[config.mk]
export PLATFORM = sky130hd
export DESIGN_NAME = ready_queue_with_removal
export DESIGN_NICKNAME = d
export VERILOG_FILES = /design/src/hdl/rqwr_pkg.sv /design/src/hdl/rqwr_ctrl.sv /design/src/hdl/rqwr_datapath.sv /design/src/hdl/ready_queue_with_removal.sv
export SDC_FILE = /design/constraint.sdc
export NUM_CORES = 1
export LEC_CHECK = 0
export ABC_AREA = 1
export BUFFER_PORTS_ARGS = -buffer_cell sky130_fd_sc_hd__clkbuf_2
export CAP_MARGIN = 10
export CORE_ASPECT_RATIO = 0.7
export CORE_MARGIN = 3
export CORE_UTILIZATION = 40
export DETAILED_ROUTE_END_ITERATION = 16
export MAX_ROUTING_LAYER = met4
export PLACE_DENSITY = 0.64
export SLEW_MARGIN = 20
export SYNTH_ARGS = -nofsm -noshare
export SYNTH_HDL_FRONTEND = slang
export SYNTH_HIERARCHICAL = 1
export SYNTH_SLANG_ARGS = --single-unit
[constraint.sdc]
create_clock -name clock -period 4 [get_ports clock]
set_input_delay 0.2 -clock clock [delete_from_list [all_inputs] [get_ports clock]]
set_output_delay 0.2 -clock clock [all_outputs]
set_load 0.005 [all_outputs]
[src/hdl/rqwr_pkg.sv]
`default_nettype none

package rqwr_pkg;

   localparam logic [1:0] OP_ADD       = 2'd0;
   localparam logic [1:0] OP_YIELD     = 2'd1;
   localparam logic [1:0] OP_TERMINATE = 2'd2;

   localparam logic [1:0] STATUS_OK    = 2'd0;
   localparam logic [1:0] STATUS_EMPTY = 2'd1;
   localparam logic [1:0] STATUS_FULL  = 2'd2;

   typedef struct packed {
      logic [1:0] op;
      logic [7:0] thread_id;
   } req_type;

   typedef struct packed {
      logic       dispatch_valid;
      logic [7:0] dispatch_id;
      logic       removed;
      logic [1:0] status;
      logic [4:0] occupancy;
   } rsp_type;

   typedef struct packed {
      logic capture;
      logic commit;
   } ctl_cmd_type;

endpackage

`default_nettype wire

[src/hdl/rqwr_ctrl.sv]
`default_nettype none

module rqwr_ctrl (
   input  wire                  clock,
   input  wire                  reset,
   input  wire                  start,
   output logic                 busy,
   output rqwr_pkg::ctl_cmd_type cmd
);
   import rqwr_pkg::*;

   typedef enum logic [1:0] {
      ST_IDLE   = 2'b01,
      ST_UPDATE = 2'b10
   } state_type;

   state_type state_ff;
   state_type state_in;
   logic      accept;

   assign accept      = start && (state_ff == ST_IDLE);
   assign busy        = (state_ff == ST_UPDATE);
   assign cmd.capture = accept;
   assign cmd.commit  = (state_ff == ST_UPDATE);

   always_comb begin
      unique case (state_ff)
         ST_IDLE:   state_in = accept ? ST_UPDATE : ST_IDLE;
         ST_UPDATE: state_in = ST_IDLE;
         default:   state_in = ST_IDLE;
      endcase
   end

   always_ff @(posedge clock) begin
      if (reset) begin
         state_ff <= ST_IDLE;
      end else begin
         state_ff <= state_in;
      end
   end

endmodule

`default_nettype wire

[src/hdl/rqwr_datapath.sv]
`default_nettype none

module rqwr_datapath #(
   parameter int QUEUE_DEPTH = 16,
   parameter int ID_BITS     = 8
) (
   input  wire                   clock,
   input  wire                   reset,
   input  rqwr_pkg::ctl_cmd_type cmd,
   input  rqwr_pkg::req_type     req_payload,
   output logic                  rsp_valid,
   output rqwr_pkg::rsp_type     rsp_payload
);
   import rqwr_pkg::*;

   localparam int CNT_W = $clog2(QUEUE_DEPTH + 1);

   logic [ID_BITS-1:0]     slots_ff [QUEUE_DEPTH];
   logic [ID_BITS-1:0]     slots_in [QUEUE_DEPTH];
   logic [ID_BITS-1:0]     lp       [QUEUE_DEPTH];
   logic [CNT_W-1:0]       count_ff;
   logic [CNT_W-1:0]       count_in;
   logic [CNT_W-1:0]       lcount;
   logic [1:0]             op_ff;
   logic [ID_BITS-1:0]     id_hold_ff;
   logic [QUEUE_DEPTH-1:0] match_ff;
   logic [QUEUE_DEPTH-1:0] match_in;
   logic [QUEUE_DEPTH-1:0] sfx;
   logic [QUEUE_DEPTH-1:0] above;
   logic                   found;
   logic                   removing;
   logic [ID_BITS+7:0]     id_wide;
   logic [ID_BITS-1:0]     id;
   logic [ID_BITS+7:0]     head_wide;
   logic [CNT_W+4:0]       occ_wide;
   rsp_type                rsp_ff;
   rsp_type                rsp_in;
   logic                   rsp_valid_ff;

   assign id_wide   = {{ID_BITS{1'b0}}, req_payload.thread_id};
   assign id        = id_wide[ID_BITS-1:0];
   assign head_wide = {8'b0, lp[0]};

   always_comb begin
      for (int j = 0; j < QUEUE_DEPTH; j++) begin
         match_in[j] = (CNT_W'(j) < count_ff) && (slots_ff[j] == id);
      end
   end

   // Newest match is the one with no match above it.
   always_comb begin
      sfx = match_ff;
      for (int d = 1; d < QUEUE_DEPTH; d = d * 2) begin
         sfx = sfx | (sfx >> d);
      end
      above    = sfx >> 1;
      found    = sfx[0];
      removing = (op_ff == OP_TERMINATE) && found;
      for (int j = 0; j < QUEUE_DEPTH - 1; j++) begin
         lp[j] = (removing && !above[j]) ? slots_ff[j+1] : slots_ff[j];
      end
      lp[QUEUE_DEPTH-1] = slots_ff[QUEUE_DEPTH-1];
      lcount = count_ff - CNT_W'(removing);
   end

   always_comb begin
      slots_in = slots_ff;
      count_in = count_ff;
      rsp_in   = '0;
      unique case (op_ff)
         OP_ADD: begin
            if (count_ff == CNT_W'(QUEUE_DEPTH)) begin
               rsp_in.status = STATUS_FULL;
            end else begin
               for (int j = 0; j < QUEUE_DEPTH; j++) begin
                  if (CNT_W'(j) == count_ff) begin
                     slots_in[j] = id_hold_ff;
                  end
               end
               count_in = count_ff + CNT_W'(1);
            end
         end
         OP_YIELD, OP_TERMINATE: begin
            rsp_in.removed = removing;
            if (lcount != '0) begin
               rsp_in.dispatch_valid = 1'b1;
               rsp_in.dispatch_id    = head_wide[7:0];
               rsp_in.status         = STATUS_OK;
               count_in              = lcount - CNT_W'(1);
               for (int j = 0; j < QUEUE_DEPTH - 1; j++) begin
                  slots_in[j] = lp[j+1];
               end
               slots_in[QUEUE_DEPTH-1] = lp[QUEUE_DEPTH-1];
            end else begin
               rsp_in.status = STATUS_EMPTY;
               count_in      = lcount;
               slots_in      = lp;
            end
         end
         default: begin
         end
      endcase
      occ_wide         = {5'b0, count_in};
      rsp_in.occupancy = occ_wide[4:0];
   end

   always_ff @(posedge clock) begin
      if (cmd.capture) begin
         op_ff      <= req_payload.op;
         id_hold_ff <= id;
         match_ff   <= match_in;
      end
      if (cmd.commit) begin
         slots_ff <= slots_in;
         rsp_ff   <= rsp_in;
      end
   end

   always_ff @(posedge clock) begin
      if (reset) begin
         count_ff     <= '0;
         rsp_valid_ff <= 1'b0;
      end else begin
         if (cmd.commit) begin
            count_ff <= count_in;
         end
         rsp_valid_ff <= cmd.commit;
      end
   end

   assign rsp_valid   = rsp_valid_ff;
   assign rsp_payload = rsp_ff;

endmodule

`default_nettype wire

[src/hdl/ready_queue_with_removal.sv]
`default_nettype none

// Channel   Ports                      Handshake
// request   start, busy, req_payload   beat taken when start is high and busy is low
// response  rsp_valid, rsp_payload     beat shown for one cycle, always taken
//
// Each operation has an accept cycle, which compares the identifier against
// every stored entry in parallel, and an update cycle, which shifts the entry cells.
// The response appears in the cycle after the update, when the next beat may
// already be accepted; no new beat is taken while the update is under way.
// Synchronous reset empties the queue; the entry cells themselves are not cleared.
// The receiver cannot stall the response.

module ready_queue_with_removal #(
   parameter int QUEUE_DEPTH = 16,
   parameter int ID_BITS     = 8
) (
   input  wire                clock,
   input  wire                reset,
   input  wire                start,
   output logic               busy,
   input  rqwr_pkg::req_type  req_payload,
   output logic               rsp_valid,
   output rqwr_pkg::rsp_type  rsp_payload
);
   import rqwr_pkg::*;

   ctl_cmd_type cmd;

   rqwr_ctrl u_ctrl (
      .clock (clock),
      .reset (reset),
      .start (start),
      .busy  (busy),
      .cmd   (cmd)
   );

   rqwr_datapath #(
      .QUEUE_DEPTH (QUEUE_DEPTH),
      .ID_BITS     (ID_BITS)
   ) u_datapath (
      .clock       (clock),
      .reset       (reset),
      .cmd         (cmd),
      .req_payload (req_payload),
      .rsp_valid   (rsp_valid),
      .rsp_payload (rsp_payload)
   );

   a_accept_busy: assert property (@(posedge clock) disable iff (reset)
      start && !busy |=> busy)
      else $error("accepted beat did not start an update");

   a_busy_rsp: assert property (@(posedge clock) disable iff (reset)
      busy |=> rsp_valid && !busy)
      else $error("update did not produce a response beat");

   a_rsp_idle: assert property (@(posedge clock) disable iff (reset)
      rsp_valid |-> !busy && !$past(rsp_valid))
      else $error("response beat outside its slot");

   a_full_nopop: assert property (@(posedge clock) disable iff (reset)
      rsp_valid && rsp_payload.status == STATUS_FULL
      |-> !rsp_payload.dispatch_valid && !rsp_payload.removed)
      else $error("dropped add reported a dispatch or removal");

endmodule

`default_nettype wire

== Yosys cells after proc, flatten, opt, wreduce, memory -nomap -nowiden ==
Index checks and enable logic that the tools add are counted.
Operators by class
  magnitude comparators: 16
  bitwise gates (word level): 7
  equality and inequality tests: 52
  multiplexer cells: 42
  add/subtract/negate cells: 3
  reduce and logical (&&, ||, !) cells: 71
Operators by type and width (count)
  $mux 128: 2
  $pmux 128 s2: 1
  $mux 8: 31
  $eq 8x8->1: 16
  $reduce_and 4->1: 15
  $eq 4x5->1 const A: 8
  $lt 4x5->1 const A: 8
  $logic_and 1x1->1: 33
  $ne 2x1->1 const B: 15
  $eq 3x5->1 const A: 4
  $lt 3x5->1 const A: 4
  $or 16x12->16: 1
  $or 16x14->16: 1
  $or 16x15->16: 1
  $or 16x8->16: 1
  $logic_not 1->1: 15
  $eq 2x5->1 const A: 2
  $lt 1x5->1 const A: 2
  $lt 2x5->1 const A: 2
  $mux 5: 2
  $pmux 5 s2: 1
  $mux 9: 1
  $add 5x1->5 const B: 1
  $eq 1x5->1 const A: 1
  other kinds (17): 23
Word-level totals
  bits in registers: 179
  input port bits: 13
  output and inout bits: 19

== Logic depth before layout (Yosys ltp) ==
  depth after elaboration: 9
  gate-level depth with buffers: 23
  mapped depth without buffers: 20

== Hierarchy ==
The synthesis kept the hierarchy.
Modules (own cells, without submodules)
  rqwr_datapath: seq. area each 5255.0 sq um, times used 1, area an instance 11678.7 sq um, cells each 1451
  rqwr_ctrl: seq. area each 40.0 sq um, times used 1, area an instance 92.6 sq um, cells each 11

== Worst setup path before layout ==
OpenSTA, ideal clock, no wires.
  path kind: register -> register
  from: reg u_datapath.match_ff[15]
  to: reg u_datapath/slots_ff[33] (netlist bit), data pin
  slack: 0.759 ns
  cell stages (with the launch flop): 22
  path buffers: 5
  required time: 3.732 ns
  data arrival time: 2.973 ns
  path through: edfxtp_1 > buf_6 > nor2_2 > nand3_2 > nor2_4 > nand3_2 > nand2_2 > inv_2 > buf_6 > buf_6 > ha_1 > ha_1 > ha_1 > inv_1 > nor2_2 > nand3_4 > nand2_4 > inv_2 > buf_4 > buf_4 > nand3_1 > nand3_1
RTL lines
  start, declared: line rqwr_datapath.sv:26  | logic [QUEUE_DEPTH-1:0] match_ff;
  start signal, assigned: line rqwr_datapath.sv:111  | match_ff <= match_in;
  end signal, assigned: line rqwr_datapath.sv:114  | slots_ff <= slots_in;
  end, declared: line rqwr_datapath.sv:18  | logic [ID_BITS-1:0] slots_ff [QUEUE_DEPTH];

==> metrics.cfg <==
[floorplan]
ioPinCount = 32
die_w_um = 211
die_area_um2 = 31600
initial_core_util_pct = 41.5
core_area_um2 = 28400
die_h_um = 150
rows = 51

[worst_setup_path]
cp.required_ps = 4160
worstSetupEndpointType = register
crit_top_cell = ha_1
path_buf_inv = 5
worstPathCellList = inv_1 -> nand2_1 -> nor3_1 -> nand3_2 -> nand2_2 -> inv_2 -> ha_1 -> ha_1 -> ha_1 -> inv_1 -> nor2_2 -> nand3_4 -> nand2_4 -> clkinv_2 -> buf_4 -> nand3_1 -> nand3_1
crit_slowest_cell = edfxtp_1
critPathArrivalTime_ps = 3790
r2r-start = u_datapath/match_ff[6]$_DFFE_PP_
max_stage_delay_ps = 400
startpoint_type = register
path_max_fanout = 53
critPathTopFamily = simple AND/OR/NAND/NOR gates
crit_type = reg -> reg
cp-startpoint = u_datapath/match_ff[6]$_DFFE_PP_

[finish]
post-route-cell-area_um2 = 12700
finalNonFillerCells = 1848
fillers = 2821
layout-drive-gt1-share_pct = 8.73
multi_input_area_um2 = 5410
regArea_um2 = 5300
n_antenna_cell = 0
final_common_cell = nand3_1
final_cell_mix = nand3_1 (352), nand2_1 (343), edfxtp_1 (171)
area_growth_pct = 8.08
layout.nets = 1487

[cts]
tritoncts = built
cts-resized-gates = 0
numCtsBuffers = 17
clock_latency_ps = 450
clkSlewWorstSetupHoldPaths_ps = 70
htreeDepth = 4
clock-sinks = 179
cts_root_buf = clkbuf_16
clockBufferDepth = 2

[timing]
clock_skew_ps = 11.8
finalCritPeriodShare_pct = 90.8
min_period_ps = 3630
setup_violations = 0
rsz0062_at_grt = no
max_slew_margin_pct = 23.4
finalMaxSlewViolations = 0
tns_ps = 0
worst_pin_slew_ps = 1150
hold_ws_ps = 307
hold_violations = 0
clock.fmax_ghz = 0.275

[placed_design]
placed_cell_area_um2 = 12200
dp_hpwl_mm = 27.0
io_buffer_count = 31
placedCellCount = 1813
routabilityCongestion = 0.996

[global_route]
grt.total_usage_pct = 25.7
grt-busiest-layer = met1
overflow = 0
grt_max_degree = 84
grt_pass1_wl_mm = 59.3
use_met2_pct = 32.3
antenna_found_initial = 0
grt_pass1_vias = 9757
use_met1_pct = 39.8
use_met3_pct = 7.71

[routing]
ant_nets = 0
drtPass1Iterations = 8
drc = 0
wl_per_cell_um = 21.4
vias = 10900
first_iter_violations = 1688
viasPerCell = 5.88
routed_wl_mm = 39.5

[power]
power_density_nw_per_um2 = 354
fin_total_pwr_w = 0.00450
peakVddDrop_mv = 0.278
leakage_nw = 5.31

[logic_synthesis]
ys_warn_count = 6
synth_fp_nets = 1484
avgSynthCellArea_um2 = 8.05
seq_area_frac_synth_pct = 45.0
synth.distinct_cells = 42
synth_cells = 1462
synth_edf_count = 171
synthFlopType = edfxtp_1
synth-seq-cells = 179
synthArstFlopShare_pct = 0
syn_area_um2 = 11800

[flow_run]
maxCapViolCount = 0

[run_status]
status = complete, no violations

[worst_hold_path]
min_from = req_payload[0]
hp-class = in -> reg

==> area by class of cell <==
class                   instances  share of cell area, %
flip-flops and latches        179                   41.6
clock buffers                  19                   3.40
repair buffers                 61                   3.17
well taps                     371                   3.65
multi-input cells            1040                   42.5
inverters                     166                   4.91
clock inverters                12                  0.728
==> through the flow <==
stage	setup WS [ps]	utilization, %
2_1_floorplan	759	-
3_3_place_gp	507	42.8
3_5_place_dp	457	42.8
4_1_cts	445	44.8
5_1_grt	149	44.8
6_report	370	44.8
==> timing repair <==
| item | CTS | global route |
|---|---|---|
| hold buffers | 4 | 0 |
| hold endpoints to repair | 4 | 0 |
| setup buffers | 0 | 0 |
| setup endpoints to repair | 0 | 0 |
==> worst paths after layout <==
check / to / slack [ps] / cells past startpoint
setup / recovery: u_datapath/slots_ff[95]$_DFFE_PP_ / 370 / 17
setup reg to reg: u_datapath/slots_ff[95]$_DFFE_PP_ / 370 / 17
hold / removal: u_datapath/id_hold_ff[0]$_DFFE_PP_ / 310 / 2
hold reg to reg: u_ctrl/state_ff[0]$_SDFF_PP1_ / 460 / 1
==> cell families (layout without fill, tap and decap cells) <==
family          Yosys count  in the layout  share of synthesized area (%)
simple gates            844            844                           33.6
buf+inv                 243            258                           9.14
flops                   179            179                           45.0
compound gates          117            117                           6.12
xor+xnor                 70             70                           5.21
fa+ha+maj                 9              9                          0.957
==> layer usage <==
metal / wire length, um / vias up
li1: - / 5035
met1: 18500 / 5043
met2: 14800 / 741
met3: 5720 / 46
met4: 479 / 0
met5: 0 / -
==> report_power, final <==
group | total (W) | internal, W | switching (W) | leakage [nW]
combinational | 0.000764 | 0.000217 | 0.000547 | 3.41
sequential | 0.00216 | 0.00213 | 0.0000202 | 1.64
clock | 0.00158 | 0.000842 | 0.000739 | 0.259
==> state kept, by name, indices dropped and copies added (netlist names) <==
signal / cells
u_datapath/count_ff: 5
u_datapath/rsp_payload: 17
u_ctrl/state_ff: 2
u_datapath/match_ff: 16
u_datapath/lp: 8
u_datapath/rsp_valid: 1
u_datapath/slots_ff: 120
u_datapath/op_ff: 2
u_datapath/id_hold_ff: 8
==> Yosys cell counts, types with 2 or more instances <==
master | count | area share [%]
o2111ai_1 | 6 | 0.45
nor3_1 | 10 | 0.43
nand3b_1 | 8 | 0.51
ha_1 | 9 | 0.96
nor2_4 | 4 | 0.38
nor2_2 | 6 | 0.32
nand2_1 | 344 | 11
nor4_4 | 2 | 0.36
buf_6 | 9 | 0.86
nor2_1 | 53 | 1.7
buf_2 | 17 | 0.72
nand4_1 | 25 | 1.3
nand2_2 | 12 | 0.64
a31oi_1 | 2 | 0.11
inv_2 | 4 | 0.13
xor2_1 | 39 | 2.9
o22ai_1 | 15 | 0.80
a221oi_1 | 14 | 1.0
a21oi_1 | 37 | 1.6
nand3_1 | 352 | 15
a211oi_1 | 2 | 0.13
o21ai_1 | 9 | 0.38
clkbuf_1 | 25 | 0.80
xnor2_1 | 31 | 2.3
buf_4 | 20 | 1.3
nor4_1 | 10 | 0.53
o211ai_1 | 11 | 0.70
o21ai_0 | 19 | 0.81
buf_1 | 6 | 0.19
dfxtp_1 | 8 | 1.4
nand3_2 | 11 | 0.94
edfxtp_1 | 171 | 44
and3_1 | 2 | 0.11
inv_1 | 159 | 5.1
clkinv_1 | 3 | 0.096
Power figures use the tool's default switching activity.
